<file path="config.mk">
export PLATFORM = sky130hd
export DESIGN_NAME = first_fit_heap_allocator_unit_flat
export DESIGN_NICKNAME = d
export VERILOG_FILES = /design/src/rtl/core/ffha_pkg.sv /design/src/rtl/core/ffha_req_if.sv /design/src/rtl/core/ffha_rsp_if.sv /design/src/rtl/core/ffha_ram.sv /design/src/rtl/core/ffha_ctrl.sv /design/src/rtl/core/ffha_dp.sv /design/src/rtl/core/first_fit_heap_allocator_unit.sv /design/src/flat_wrapper.sv
export SDC_FILE = /design/constraint.sdc
export NUM_CORES = 2
export LEC_CHECK = 0
export ABC_AREA = 1
export BUFFER_PORTS_ARGS = -buffer_cell sky130_fd_sc_hd__buf_2
export CORE_ASPECT_RATIO = 0.75
export CORE_UTILIZATION = 50
export CTS_CLUSTER_DIAMETER = 60
export DETAILED_ROUTE_END_ITERATION = 10
export PLACE_DENSITY = 0.65
export SETUP_SLACK_MARGIN = 0.5
export SLEW_MARGIN = 5
export SYNTH_ARGS = -nofsm -noshare
export SYNTH_HDL_FRONTEND = slang
export SYNTH_SLANG_ARGS = --single-unit
</file>
<file path="constraint.sdc">
create_clock -name clk_i -period 10.94 [get_ports clk_i]
set_input_delay 0.547 -clock clk_i [delete_from_list [all_inputs] [get_ports clk_i]]
set_output_delay 0.547 -clock clk_i [all_outputs]
set_load 0.1 [all_outputs]
</file>
<file path="src/rtl/core/ffha_pkg.sv">
`default_nettype none

package ffha_pkg;

  // Defaults for the top-level parameters
  localparam int unsigned ARENA_BITS_DEF = 20;
  localparam int unsigned MAX_BLOCKS_DEF = 64;

  // Allocation rules
  localparam int unsigned ALIGN_MASK = 32'h1F;  // grain is 32 bytes
  localparam int unsigned SPLIT_MIN  = 32'h21;  // min remainder to split
  localparam int unsigned HDR_BYTES  = 32'h10;  // grant = start + header

  // Result codes
  localparam logic [1:0] STS_DONE    = 2'd0;
  localparam logic [1:0] STS_NO_FIT  = 2'd1;
  localparam logic [1:0] STS_IGNORED = 2'd2;

  typedef enum logic [3:0] {
    S_IDLE,
    S_A_RD,
    S_A_CHK,
    S_A_SH,
    S_A_SHWR,
    S_A_WRU,
    S_F_RD,
    S_F_CHK,
    S_F_LRD,
    S_F_LCHK,
    S_F_URD,
    S_F_UCHK,
    S_RM,
    S_RM_WR,
    S_F_WR,
    S_DONE
  } state_e;

  typedef enum logic [4:0] {
    OP_NONE,
    OP_INIT,      // write block 0 = whole arena, count = 1
    OP_LOAD,      // take the item
    OP_RD,        // read table[idx]
    OP_RD_M1,     // read table[idx-1]
    OP_RD_P1,     // read table[idx+1]
    OP_RD_PM1,    // read table[ptr-1]
    OP_RD_PP1,    // read table[ptr+1]
    OP_CHK,       // latch block just read, ptr = count
    OP_NEXT,      // step search index
    OP_WR_SHUP,   // table[ptr] = read data, ptr--
    OP_WR_REM,    // insert split remainder at idx+1, count++
    OP_WR_USED,   // mark block idx used, post grant
    OP_MERGE_LO,  // fold lower neighbor into current block
    OP_MERGE_HI,  // fold upper neighbor into current block
    OP_WR_SHDN,   // table[ptr] = read data, ptr++
    OP_CNT_DEC,   // count--
    OP_WR_FREE,   // write merged free block at idx
    OP_PUSH       // move result into output register
  } op_e;

  typedef struct packed {
    op_e  op;
    logic in_ready;
  } cmd_t;

  typedef struct packed {
    logic init_pend;   // table needs its block 0 written
    logic is_free;     // action of offered item
    logic off_null;    // offered release offset is zero
    logic fit;         // block read is free and long enough
    logic split;       // block read would be split
    logic last_alloc;  // alloc search is on block 0 (the last one tried)
    logic match;       // block read carries the released offset
    logic last_free;   // free search is on the last block
    logic idx_nz;      // a lower neighbor exists
    logic has_upper;   // an upper neighbor exists
    logic nbr_free;    // block read is free
    logic sh_more;     // insertion shift not finished
    logic rm_more;     // removal shift not finished
    logic out_busy;    // output register holds an untaken result
  } sts_t;

endpackage

`default_nettype wire

</file>
<file path="src/rtl/core/ffha_req_if.sv">
`default_nettype none

interface ffha_req_if #(
  parameter int unsigned ARENA_BITS = ffha_pkg::ARENA_BITS_DEF
);
  logic                  valid;
  logic                  ready;
  logic                  action;
  logic [ARENA_BITS:0]   request_bytes;
  logic [ARENA_BITS-1:0] release_offset;

  modport source (output valid, action, request_bytes, release_offset, input ready);
  modport sink   (input valid, action, request_bytes, release_offset, output ready);
endinterface

`default_nettype wire

</file>
<file path="src/rtl/core/ffha_rsp_if.sv">
`default_nettype none

interface ffha_rsp_if #(
  parameter int unsigned ARENA_BITS = ffha_pkg::ARENA_BITS_DEF
);
  logic                  valid;
  logic                  ready;
  logic [1:0]            status;
  logic [ARENA_BITS-1:0] granted_offset;

  modport source (output valid, status, granted_offset, input ready);
  modport sink   (input valid, status, granted_offset, output ready);
endinterface

`default_nettype wire

</file>
<file path="src/rtl/core/ffha_ram.sv">
`default_nettype none

module ffha_ram #(
  parameter int unsigned WIDTH = 42,
  parameter int unsigned DEPTH = 64
) (
  input  wire logic                     clk_i,
  input  wire logic                     we_i,
  input  wire logic [$clog2(DEPTH)-1:0] waddr_i,
  input  wire logic [WIDTH-1:0]         wdata_i,
  input  wire logic [$clog2(DEPTH)-1:0] raddr_i,
  output logic      [WIDTH-1:0]         rdata_o
);

  logic [WIDTH-1:0] mem_q [DEPTH];

  always_ff @(posedge clk_i) begin
    if (we_i) begin
      mem_q[waddr_i] <= wdata_i;
    end
    rdata_o <= mem_q[raddr_i];
  end

endmodule

`default_nettype wire

</file>
<file path="src/rtl/core/ffha_ctrl.sv">
`default_nettype none

module ffha_ctrl (
  input  wire logic          clk_i,
  input  wire logic          rst_ni,
  input  wire logic          in_valid_i,
  input  wire ffha_pkg::sts_t sts_i,
  output ffha_pkg::cmd_t     cmd_o
);

  ffha_pkg::state_e state_q, state_d;
  logic             rm_upper_q, rm_upper_d;  // removal belongs to upper merge

  always_ff @(posedge clk_i or negedge rst_ni) begin
    if (!rst_ni) begin
      state_q    <= ffha_pkg::S_IDLE;
      rm_upper_q <= 1'b0;
    end else begin
      state_q    <= state_d;
      rm_upper_q <= rm_upper_d;
    end
  end

  // Next state
  always_comb begin
    state_d    = state_q;
    rm_upper_d = rm_upper_q;
    case (state_q)
      ffha_pkg::S_IDLE: begin
        if (!sts_i.init_pend && in_valid_i) begin
          if (!sts_i.is_free) begin
            state_d = ffha_pkg::S_A_RD;
          end else if (sts_i.off_null) begin
            state_d = ffha_pkg::S_DONE;
          end else begin
            state_d = ffha_pkg::S_F_RD;
          end
        end
      end
      ffha_pkg::S_A_RD: state_d = ffha_pkg::S_A_CHK;
      ffha_pkg::S_A_CHK: begin
        if (sts_i.fit) begin
          state_d = sts_i.split ? ffha_pkg::S_A_SH : ffha_pkg::S_A_WRU;
        end else if (sts_i.last_alloc) begin
          state_d = ffha_pkg::S_DONE;
        end else begin
          state_d = ffha_pkg::S_A_RD;
        end
      end
      ffha_pkg::S_A_SH: state_d = sts_i.sh_more ? ffha_pkg::S_A_SHWR : ffha_pkg::S_A_WRU;
      ffha_pkg::S_A_SHWR: state_d = ffha_pkg::S_A_SH;
      ffha_pkg::S_A_WRU: state_d = ffha_pkg::S_DONE;
      ffha_pkg::S_F_RD: state_d = ffha_pkg::S_F_CHK;
      ffha_pkg::S_F_CHK: begin
        if (sts_i.match) begin
          state_d = sts_i.idx_nz ? ffha_pkg::S_F_LRD : ffha_pkg::S_F_URD;
        end else if (sts_i.last_free) begin
          state_d = ffha_pkg::S_DONE;
        end else begin
          state_d = ffha_pkg::S_F_RD;
        end
      end
      ffha_pkg::S_F_LRD: state_d = ffha_pkg::S_F_LCHK;
      ffha_pkg::S_F_LCHK: begin
        if (sts_i.nbr_free) begin
          state_d    = ffha_pkg::S_RM;
          rm_upper_d = 1'b0;
        end else begin
          state_d = ffha_pkg::S_F_URD;
        end
      end
      ffha_pkg::S_F_URD: state_d = sts_i.has_upper ? ffha_pkg::S_F_UCHK : ffha_pkg::S_F_WR;
      ffha_pkg::S_F_UCHK: begin
        if (sts_i.nbr_free) begin
          state_d    = ffha_pkg::S_RM;
          rm_upper_d = 1'b1;
        end else begin
          state_d = ffha_pkg::S_F_WR;
        end
      end
      ffha_pkg::S_RM: begin
        if (sts_i.rm_more) begin
          state_d = ffha_pkg::S_RM_WR;
        end else begin
          state_d = rm_upper_q ? ffha_pkg::S_F_WR : ffha_pkg::S_F_URD;
        end
      end
      ffha_pkg::S_RM_WR: state_d = ffha_pkg::S_RM;
      ffha_pkg::S_F_WR: state_d = ffha_pkg::S_DONE;
      ffha_pkg::S_DONE: begin
        if (!sts_i.out_busy) begin
          state_d = ffha_pkg::S_IDLE;
        end
      end
      default: state_d = ffha_pkg::S_IDLE;
    endcase
  end

  // Outputs
  always_comb begin
    cmd_o.op       = ffha_pkg::OP_NONE;
    cmd_o.in_ready = 1'b0;
    case (state_q)
      ffha_pkg::S_IDLE: begin
        if (sts_i.init_pend) begin
          cmd_o.op = ffha_pkg::OP_INIT;
        end else begin
          cmd_o.in_ready = 1'b1;
          if (in_valid_i) begin
            cmd_o.op = ffha_pkg::OP_LOAD;
          end
        end
      end
      ffha_pkg::S_A_RD: cmd_o.op = ffha_pkg::OP_RD;
      ffha_pkg::S_A_CHK: begin
        if (sts_i.fit) begin
          cmd_o.op = ffha_pkg::OP_CHK;
        end else if (!sts_i.last_alloc) begin
          cmd_o.op = ffha_pkg::OP_NEXT;
        end
      end
      ffha_pkg::S_A_SH: cmd_o.op = sts_i.sh_more ? ffha_pkg::OP_RD_PM1 : ffha_pkg::OP_WR_REM;
      ffha_pkg::S_A_SHWR: cmd_o.op = ffha_pkg::OP_WR_SHUP;
      ffha_pkg::S_A_WRU: cmd_o.op = ffha_pkg::OP_WR_USED;
      ffha_pkg::S_F_RD: cmd_o.op = ffha_pkg::OP_RD;
      ffha_pkg::S_F_CHK: begin
        if (sts_i.match) begin
          cmd_o.op = ffha_pkg::OP_CHK;
        end else if (!sts_i.last_free) begin
          cmd_o.op = ffha_pkg::OP_NEXT;
        end
      end
      ffha_pkg::S_F_LRD: cmd_o.op = ffha_pkg::OP_RD_M1;
      ffha_pkg::S_F_LCHK: begin
        if (sts_i.nbr_free) begin
          cmd_o.op = ffha_pkg::OP_MERGE_LO;
        end
      end
      ffha_pkg::S_F_URD: begin
        if (sts_i.has_upper) begin
          cmd_o.op = ffha_pkg::OP_RD_P1;
        end
      end
      ffha_pkg::S_F_UCHK: begin
        if (sts_i.nbr_free) begin
          cmd_o.op = ffha_pkg::OP_MERGE_HI;
        end
      end
      ffha_pkg::S_RM: cmd_o.op = sts_i.rm_more ? ffha_pkg::OP_RD_PP1 : ffha_pkg::OP_CNT_DEC;
      ffha_pkg::S_RM_WR: cmd_o.op = ffha_pkg::OP_WR_SHDN;
      ffha_pkg::S_F_WR: cmd_o.op = ffha_pkg::OP_WR_FREE;
      ffha_pkg::S_DONE: begin
        if (!sts_i.out_busy) begin
          cmd_o.op = ffha_pkg::OP_PUSH;
        end
      end
      default: cmd_o.op = ffha_pkg::OP_NONE;
    endcase
  end

endmodule

`default_nettype wire

</file>
<file path="src/rtl/core/ffha_dp.sv">
`default_nettype none

module ffha_dp #(
  parameter int unsigned ARENA_BITS = ffha_pkg::ARENA_BITS_DEF,
  parameter int unsigned MAX_BLOCKS = ffha_pkg::MAX_BLOCKS_DEF
) (
  input  wire logic                  clk_i,
  input  wire logic                  rst_ni,
  input  wire logic                  cfg_we_i,
  input  wire logic [ARENA_BITS:0]   cfg_wdata_i,
  input  wire ffha_pkg::cmd_t        cmd_i,
  input  wire logic                  action_i,
  input  wire logic [ARENA_BITS:0]   request_bytes_i,
  input  wire logic [ARENA_BITS-1:0] release_offset_i,
  input  wire logic                  out_ready_i,
  output logic                       out_valid_o,
  output logic [1:0]                 status_o,
  output logic [ARENA_BITS-1:0]      granted_offset_o,
  output ffha_pkg::sts_t             sts_o
);

  localparam int unsigned AW    = ARENA_BITS;
  localparam int unsigned LW    = ARENA_BITS + 1;        // block length
  localparam int unsigned NW    = ARENA_BITS + 2;        // rounded request
  localparam int unsigned XW    = ARENA_BITS + 3;        // need + split margin
  localparam int unsigned WW    = 2 * ARENA_BITS + 2;    // table word
  localparam int unsigned IW    = $clog2(MAX_BLOCKS);
  localparam int unsigned CW    = $clog2(MAX_BLOCKS + 1);
  localparam logic [LW-1:0] ARENA_MAX = LW'(1) << AW;
  localparam logic [LW-1:0] ARENA_RST = (AW >= 20) ? (LW'(1) << 20) : ARENA_MAX;

  // Table word: {used, length, start}
  logic [WW-1:0] rdata;
  logic [AW-1:0] rd_start;
  logic [LW-1:0] rd_len;
  logic          rd_used;
  assign rd_start = rdata[AW-1:0];
  assign rd_len   = rdata[AW+LW-1:AW];
  assign rd_used  = rdata[WW-1];

  logic [LW-1:0] arena_q;
  logic          init_q;
  logic [CW-1:0] cnt_q;
  logic [IW-1:0] idx_q, ptr_q;
  logic [NW-1:0] need_q;
  logic [AW-1:0] off_q;
  logic          split_q;
  logic [AW-1:0] cur_start_q;
  logic [LW-1:0] cur_len_q;
  logic [1:0]    res_status_q;
  logic [AW-1:0] res_grant_q;
  logic          out_valid_q;
  logic [1:0]    out_status_q;
  logic [AW-1:0] out_grant_q;

  // Request rounding: up to the 32-byte grain, zero counts as one grain
  logic [XW-1:0] req_round;
  logic [NW-1:0] need_new;
  assign req_round = (XW'(request_bytes_i) + XW'(ffha_pkg::ALIGN_MASK))
                     & ~XW'(ffha_pkg::ALIGN_MASK);
  assign need_new  = (req_round == '0) ? NW'(ffha_pkg::ALIGN_MASK + 1) : NW'(req_round);

  logic [CW-1:0] idx_ext, ptr_ext;
  assign idx_ext = CW'(idx_q);
  assign ptr_ext = CW'(ptr_q);

  logic split_now;
  assign split_now = (XW'(rd_len) >= XW'(need_q) + XW'(ffha_pkg::SPLIT_MIN))
                     && (cnt_q < CW'(MAX_BLOCKS));

  logic [AW-1:0] rd_grant;
  assign rd_grant = rd_start + AW'(ffha_pkg::HDR_BYTES);

  always_comb begin
    sts_o.init_pend  = init_q;
    sts_o.is_free    = action_i;
    sts_o.off_null   = (release_offset_i == '0);
    sts_o.fit        = !rd_used && (NW'(rd_len) >= need_q);
    sts_o.split      = split_now;
    sts_o.last_alloc = (idx_q == '0);
    sts_o.match      = (rd_grant == off_q);
    sts_o.last_free  = (idx_ext + CW'(1) == cnt_q);
    sts_o.idx_nz     = (idx_q != '0);
    sts_o.has_upper  = (idx_ext + CW'(1) < cnt_q);
    sts_o.nbr_free   = !rd_used;
    sts_o.sh_more    = (ptr_ext > idx_ext + CW'(1));
    sts_o.rm_more    = (ptr_ext + CW'(1) < cnt_q);
    sts_o.out_busy   = out_valid_q && !out_ready_i;
  end

  // Table port control
  logic          we;
  logic [IW-1:0] waddr, raddr;
  logic [WW-1:0] wdata;

  always_comb begin
    we    = 1'b0;
    waddr = idx_q;
    wdata = rdata;
    raddr = idx_q;
    case (cmd_i.op)
      ffha_pkg::OP_INIT: begin
        we    = 1'b1;
        waddr = '0;
        wdata = {1'b0, arena_q, AW'(0)};
      end
      ffha_pkg::OP_RD_M1:  raddr = idx_q - IW'(1);
      ffha_pkg::OP_RD_P1:  raddr = idx_q + IW'(1);
      ffha_pkg::OP_RD_PM1: raddr = ptr_q - IW'(1);
      ffha_pkg::OP_RD_PP1: raddr = ptr_q + IW'(1);
      ffha_pkg::OP_WR_SHUP, ffha_pkg::OP_WR_SHDN: begin
        we    = 1'b1;
        waddr = ptr_q;
        wdata = rdata;
      end
      ffha_pkg::OP_WR_REM: begin
        we    = 1'b1;
        waddr = idx_q + IW'(1);
        wdata = {1'b0, cur_len_q - LW'(need_q), cur_start_q + AW'(need_q)};
      end
      ffha_pkg::OP_WR_USED: begin
        we    = 1'b1;
        wdata = {1'b1, split_q ? LW'(need_q) : cur_len_q, cur_start_q};
      end
      ffha_pkg::OP_WR_FREE: begin
        we    = 1'b1;
        wdata = {1'b0, cur_len_q, cur_start_q};
      end
      default: we = 1'b0;
    endcase
  end

  ffha_ram #(
    .WIDTH(WW),
    .DEPTH(MAX_BLOCKS)
  ) u_table (
    .clk_i  (clk_i),
    .we_i   (we),
    .waddr_i(waddr),
    .wdata_i(wdata),
    .raddr_i(raddr),
    .rdata_o(rdata)
  );

  // Control registers
  always_ff @(posedge clk_i or negedge rst_ni) begin
    if (!rst_ni) begin
      arena_q     <= ARENA_RST;
      init_q      <= 1'b1;
      cnt_q       <= CW'(1);
      out_valid_q <= 1'b0;
    end else begin
      if (cfg_we_i) begin
        arena_q <= (cfg_wdata_i > ARENA_MAX) ? ARENA_MAX : cfg_wdata_i;
        init_q  <= 1'b1;
      end else if (cmd_i.op == ffha_pkg::OP_INIT) begin
        init_q <= 1'b0;
      end
      case (cmd_i.op)
        ffha_pkg::OP_INIT:    cnt_q <= CW'(1);
        ffha_pkg::OP_WR_REM:  cnt_q <= cnt_q + CW'(1);
        ffha_pkg::OP_CNT_DEC: cnt_q <= cnt_q - CW'(1);
        default:              cnt_q <= cnt_q;
      endcase
      if (cmd_i.op == ffha_pkg::OP_PUSH) begin
        out_valid_q <= 1'b1;
      end else if (out_ready_i) begin
        out_valid_q <= 1'b0;
      end
    end
  end

  // Working registers
  always_ff @(posedge clk_i) begin
    case (cmd_i.op)
      ffha_pkg::OP_LOAD: begin
        need_q       <= need_new;
        off_q        <= release_offset_i;
        idx_q        <= (!action_i && cnt_q > CW'(1)) ? IW'(1) : '0;
        res_status_q <= action_i ? ffha_pkg::STS_IGNORED : ffha_pkg::STS_NO_FIT;
        res_grant_q  <= '0;
      end
      ffha_pkg::OP_CHK: begin
        cur_start_q <= rd_start;
        cur_len_q   <= rd_len;
        split_q     <= split_now;
        ptr_q       <= IW'(cnt_q);
      end
      ffha_pkg::OP_NEXT: begin
        idx_q <= (idx_ext + CW'(1) == cnt_q) ? '0 : idx_q + IW'(1);
      end
      ffha_pkg::OP_WR_SHUP: ptr_q <= ptr_q - IW'(1);
      ffha_pkg::OP_WR_SHDN: ptr_q <= ptr_q + IW'(1);
      ffha_pkg::OP_WR_USED: begin
        res_status_q <= ffha_pkg::STS_DONE;
        res_grant_q  <= cur_start_q + AW'(ffha_pkg::HDR_BYTES);
      end
      ffha_pkg::OP_MERGE_LO: begin
        cur_start_q <= rd_start;
        cur_len_q   <= cur_len_q + rd_len;
        ptr_q       <= idx_q;
        idx_q       <= idx_q - IW'(1);
      end
      ffha_pkg::OP_MERGE_HI: begin
        cur_len_q <= cur_len_q + rd_len;
        ptr_q     <= idx_q + IW'(1);
      end
      ffha_pkg::OP_WR_FREE: begin
        res_status_q <= ffha_pkg::STS_DONE;
        res_grant_q  <= '0;
      end
      ffha_pkg::OP_PUSH: begin
        out_status_q <= res_status_q;
        out_grant_q  <= res_grant_q;
      end
      default: begin
        idx_q <= idx_q;
      end
    endcase
  end

  assign out_valid_o      = out_valid_q;
  assign status_o         = out_status_q;
  assign granted_offset_o = out_grant_q;

`ifndef SYNTHESIS
  a_cnt_range: assert property (@(posedge clk_i) disable iff (!rst_ni)
    (cnt_q != '0) && (cnt_q <= CW'(MAX_BLOCKS)))
    else $error("block count out of range");

  a_push_free: assert property (@(posedge clk_i) disable iff (!rst_ni)
    (cmd_i.op == ffha_pkg::OP_PUSH) |-> !(out_valid_q && !out_ready_i))
    else $error("result pushed over an untaken result");

  a_used_fits: assert property (@(posedge clk_i) disable iff (!rst_ni)
    (cmd_i.op == ffha_pkg::OP_WR_USED) |-> (NW'(cur_len_q) >= need_q))
    else $error("granted block shorter than request");

  a_split_room: assert property (@(posedge clk_i) disable iff (!rst_ni)
    (cmd_i.op == ffha_pkg::OP_WR_REM) |-> (cnt_q < CW'(MAX_BLOCKS)))
    else $error("split with a full table");
`endif

endmodule

`default_nettype wire

</file>
<file path="src/rtl/core/first_fit_heap_allocator_unit.sv">
// First-fit heap allocator. The arena is kept as an address-ordered table of
// blocks (start, length, used) in a single-port-write, single-port-read RAM of
// MAX_BLOCKS words. An allocate item rounds its size up to a multiple of 32
// bytes (zero counts as 32), searches blocks 1..count-1 and then block 0, takes
// the first free block that fits and splits it when at least 33 bytes would
// remain and the table has a spare slot; the grant is block start + 16. A free
// item looks up the block whose start + 16 equals the offset, merges it with a
// free lower and a free upper neighbor and marks it free; null or unknown
// offsets return status 2. Items are processed one at a time. A search reads
// the blocks one by one, each read followed by a check, and a split or a merge
// moves table entries one by one, each read from the RAM and then written back.
// The next item is accepted as soon as the previous result sits in the output
// register. After reset and after each arena size write the block rewrites
// table entry 0 before it takes an item.
`default_nettype none

module first_fit_heap_allocator_unit #(
  parameter int unsigned ARENA_BITS = ffha_pkg::ARENA_BITS_DEF,
  parameter int unsigned MAX_BLOCKS = ffha_pkg::MAX_BLOCKS_DEF
) (
  input  wire logic                clk_i,
  input  wire logic                rst_ni,
  input  wire logic                cfg_we_i,
  input  wire logic [ARENA_BITS:0] cfg_wdata_i,
  ffha_req_if.sink                 req_i,
  ffha_rsp_if.source               rsp_o
);

  ffha_pkg::cmd_t cmd;
  ffha_pkg::sts_t sts;

  // Sequencer: walks search, shift and merge steps
  ffha_ctrl u_ctrl (
    .clk_i     (clk_i),
    .rst_ni    (rst_ni),
    .in_valid_i(req_i.valid),
    .sts_i     (sts),
    .cmd_o     (cmd)
  );

  // Block table, index/count registers and output register
  ffha_dp #(
    .ARENA_BITS(ARENA_BITS),
    .MAX_BLOCKS(MAX_BLOCKS)
  ) u_dp (
    .clk_i           (clk_i),
    .rst_ni          (rst_ni),
    .cfg_we_i        (cfg_we_i),
    .cfg_wdata_i     (cfg_wdata_i),
    .cmd_i           (cmd),
    .action_i        (req_i.action),
    .request_bytes_i (req_i.request_bytes),
    .release_offset_i(req_i.release_offset),
    .out_ready_i     (rsp_o.ready),
    .out_valid_o     (rsp_o.valid),
    .status_o        (rsp_o.status),
    .granted_offset_o(rsp_o.granted_offset),
    .sts_o           (sts)
  );

  assign req_i.ready = cmd.in_ready;

endmodule

`default_nettype wire
</file>
<file path="src/flat_wrapper.sv">
// flat-port wrapper written by rule: the top's interface ports become plain ports
module first_fit_heap_allocator_unit_flat 
#(
  parameter int unsigned ARENA_BITS = ffha_pkg::ARENA_BITS_DEF,
  parameter int unsigned MAX_BLOCKS = ffha_pkg::MAX_BLOCKS_DEF
)
  (clk_i, rst_ni, cfg_we_i, cfg_wdata_i, req_i_valid, req_i_action, req_i_request_bytes, req_i_release_offset, req_i_ready, rsp_o_valid, rsp_o_status, rsp_o_granted_offset, rsp_o_ready);
  ffha_req_if #(.ARENA_BITS(ARENA_BITS)) req_i_i ();
  ffha_rsp_if #(.ARENA_BITS(ARENA_BITS)) rsp_o_i ();
  input  wire logic clk_i;
  input  wire logic rst_ni;
  input  wire logic cfg_we_i;
  input  wire logic [ARENA_BITS:0] cfg_wdata_i;
  input wire logic [$bits(req_i_i.valid)-1:0] req_i_valid;
  input wire logic [$bits(req_i_i.action)-1:0] req_i_action;
  input wire logic [$bits(req_i_i.request_bytes)-1:0] req_i_request_bytes;
  input wire logic [$bits(req_i_i.release_offset)-1:0] req_i_release_offset;
  output wire logic [$bits(req_i_i.ready)-1:0] req_i_ready;
  output wire logic [$bits(rsp_o_i.valid)-1:0] rsp_o_valid;
  output wire logic [$bits(rsp_o_i.status)-1:0] rsp_o_status;
  output wire logic [$bits(rsp_o_i.granted_offset)-1:0] rsp_o_granted_offset;
  input wire logic [$bits(rsp_o_i.ready)-1:0] rsp_o_ready;
  assign req_i_i.valid = req_i_valid;
  assign req_i_i.action = req_i_action;
  assign req_i_i.request_bytes = req_i_request_bytes;
  assign req_i_i.release_offset = req_i_release_offset;
  assign req_i_ready = req_i_i.ready;
  assign rsp_o_valid = rsp_o_i.valid;
  assign rsp_o_status = rsp_o_i.status;
  assign rsp_o_granted_offset = rsp_o_i.granted_offset;
  assign rsp_o_i.ready = rsp_o_ready;
  first_fit_heap_allocator_unit #(.ARENA_BITS(ARENA_BITS), .MAX_BLOCKS(MAX_BLOCKS)) u_core (.clk_i(clk_i), .rst_ni(rst_ni), .cfg_we_i(cfg_we_i), .cfg_wdata_i(cfg_wdata_i), .req_i(req_i_i), .rsp_o(rsp_o_i));
endmodule
</file>
==> qor.yml <==
synth:
  synthDominantCellAreaShare_pct: 64.0
  syn_area_mm2: 0.132
  synth_warnings: 0
  synth.distinct_cells: 58
  ys_ff_latch: 2900
  ys_async_sr_fraction_pct: 1.21
  syn_nets: 12400
  ys.flop_type: "edfxtp_1"
  synthCells: 12200
  synth-edff-count: 2823
  syn_area_per_cell_um2: 10.9
  ys_seq_area_share_pct: 65.3
  synthTopCellsByArea: "edfxtp_1 64%, nand3_1 11%, nand3b_1 5.7%"
  yosys.area.top_type: "edfxtp_1"
placement:
  gp_congestion: 0.901
  hpwl_mm: 221
  port_buffers: 91
sta:
  slew_headroom_pct: 4.52
  fin_crit_sh_pct: 69.7
  slew_viol_final: 0
  rsz0062_at_grt: "no"
  fin_skew_ns: 0.0555
  fin_tns_setup_ns: 0
  tightest_slew_ns: 1.43
  max_freq_mhz: 131
  setup_viol: 0
  post-route-min-period_ns: 7.63
  finalHoldViolCount: 0
global_route:
  grt_pass1_wl_mm: 588
  overflow: 0
  grt_max_degree: 210
  antenna_found_initial: 10
  grt_use_total_pct: 29.6
  grt_pass1_vias: 86700
worst_setup_path:
  timing.rr.start: "u_core.u_dp.idx_q[0]"
  startpoint_type: "flop"
  critPathArrivalTime_ns: 8.44
  cp.required_ns: 11.75
  path_class: "reg -> reg"
  end_kind: "flop"
  critPathLaunch: "u_core.u_dp.idx_q[0]"
  crit_fanout: 65
clock_network:
  cts_sinks: 2900
  cts_tree: "built"
  clk_pin_slew_ns: 0.06
  postCtsSetupRepairBufs: 0
  clock_latency_ns: 0.89
  cts_buffer_depth: 4
  cts-buffers-inserted: 287
  root_buffer: "clkbuf_16"
  h-tree-depth: 5
cells_and_area:
  multi_input_area_mm2: 0.0366
  seq_area_mm2: 0.0865
  fill_cells: 21900
  layout.nets: 12300
  syn_to_final_growth_pct: 10.2
  drive_above_1_share_pct: 6.92
floorplan:
  core.rowCount: 163
  ios: 92
  initial_core_util_pct: 50.3
  die_x_um: 596
  dieArea_mm2: 0.267
  chipHeight_um: 448
  core_area_mm2: 0.263
route:
  ant_nets: 0
  wire_per_inst_um: 25.5
  routed_wl_mm: 404
  vias: 93700
  firstDrtPassIters: 7
  viasPerCell: 5.92
  route.detailed.drc: 0
  first_iter_violations: 13400
hold_path:
  hold_path.class: "in -> reg"
  hold_start: "req_i_request_bytes[14]"
run_status:
  outcome: "finished clean"
flow_run:
  maxCapViolations: 0
[per-layer routing]
layer / up-vias / GRT usage (%) / wire [µm]
met1: 45800 / 44.6 / 173000
met4: 10 / 9.21 / 12200
met5: - / 0 / 56
li1: 41800 / - / -
met3: 700 / 5.27 / 43100
met2: 5380 / 43.7 / 176000
[path summary, 6_finish.rpt]
path	cells past startpoint	slack (ns)	end
max in group asynchronous	2	10.07	u_core.u_ctrl.rm_upper_q
worst max register to register	24	3.31	u_core.u_dp.u_table.rdata_o[40]
worst max-delay path	24	3.31	u_core.u_dp.u_table.rdata_o[40]
min in group asynchronous	2	0.30	u_core.u_dp.arena_q[2]
worst min-delay path	3	0.06	u_core.u_dp.need_q[14]
worst min register to register	0	0.41	u_core.u_dp.granted_offset_o[0]
[through the flow]
stage,instances,utilization (%),setup WS [ns],area [µm²],hold slack (ns)
5_1_grt,15800,55.4,3.06,146000,0.0393
2_1_floorplan,12200,-,3.38,132000,0.251
3_3_place_gp,15300,51.9,3.59,137000,0.404
3_5_place_dp,15300,51.9,3.60,137000,0.405
6_report,15800,55.5,3.31,146000,0.0606
4_1_cts,15800,55.4,3.57,146000,0.00479
[layout by cell type, fill, tap and decap left out, drive strengths merged, types with 110 or more instances in the layout]
cell type,n
nand3,2946
edfxtp,2823
ha,110
buf,304
nor2,219
nand3b,1008
nand2,1931
inv,1761
clkbuf,368
a21oi,113
[cells in the mapped netlist, types with 14 or more instances]
cell and n:
a21oi_1 112, a221oi_1 15, buf_1 35, buf_2 462
buf_4 87, clkbuf_1 172, dfrtp_1 32, dfxtp_1 42
edfxtp_1 2823, ha_1 110, inv_1 1741, nand2_1 1927
nand3_1 2942, nand3b_1 1008, nand4_1 37, nor2_1 206
nor3_1 40, nor4_1 27, o2111ai_1 14, o21ai_0 100
o22ai_1 18, xnor2_1 33, xor2_1 62
[worst max-delay path, cell delays in order (launching register included)]
cell      delay, ns
edfxtp_1       0.62
nand3_1        0.24
nor2_1         0.13
nand2_1        0.08
xor2_1         0.53
inv_1          0.14
ha_1           0.30
nand2_1        0.06
nor2_1         0.20
nand2_1        0.13
nand3_2        0.11
nand2_2        0.11
inv_2          0.15
nand4_4        0.65
nand2_4        1.14
buf_4          0.80
buf_4          0.69
nand2_1        0.10
nand2_1        0.09
nand2_1        0.05
nand3_1        0.11
nand3_1        0.12
nand3_1        0.21
nand3_1        0.43
nand2_1        0.19
[state kept, by name, indices dropped and copies added, names as in the netlist, 17 cells and up]
register and flops:
u_core.u_dp.cur_len_q 21, u_core.u_dp.cur_start_q 20, u_core.u_dp.off_q 20, u_core.u_dp.need_q 17, u_core.u_dp.u_table.rdata_o 42, u_core.u_dp.u_table.mem_q 2688
u_core.u_dp.res_grant_q 20, u_core.u_dp.granted_offset_o 20, u_core.u_dp.arena_q 21
[logic make-up (layout without fill, tap and decap cells)]
kind of cell	Yosys count	count (layout)	synth area share, %
other	0	4	0
buffers and inverters	2521	2612	7.87
adder cells (fa/ha/maj)	113	113	1.08
AO/OA/AOI/OAI	339	339	1.54
AND/OR/NAND/NOR	6231	6231	23.6
XOR/XNOR	96	96	0.640
flip-flops	2900	2900	65.3
[layout make-up]
| type | instances | area share (%) |
|---|---|---|
| Inverter | 1758 | 4.53 |
| Sequential cell | 2900 | 59.2 |
| Tap cell | 3547 | 3.04 |
| Clock buffer | 368 | 5.32 |
| Clock inverter | 133 | 0.817 |
| Multi-Input combinational cell | 6779 | 25.1 |
| Timing Repair Buffer | 353 | 1.98 |
| Antenna cell | 4 | 0.00686 |
[repair_timing]
action,CTS,global route
endpoints found under the hold margin,78,0
hold buffers,49,0
resized for setup,0,0
Power is not shown: default switching activity piles up to over one toggle a cycle in this logic, so the estimate is an artifact.
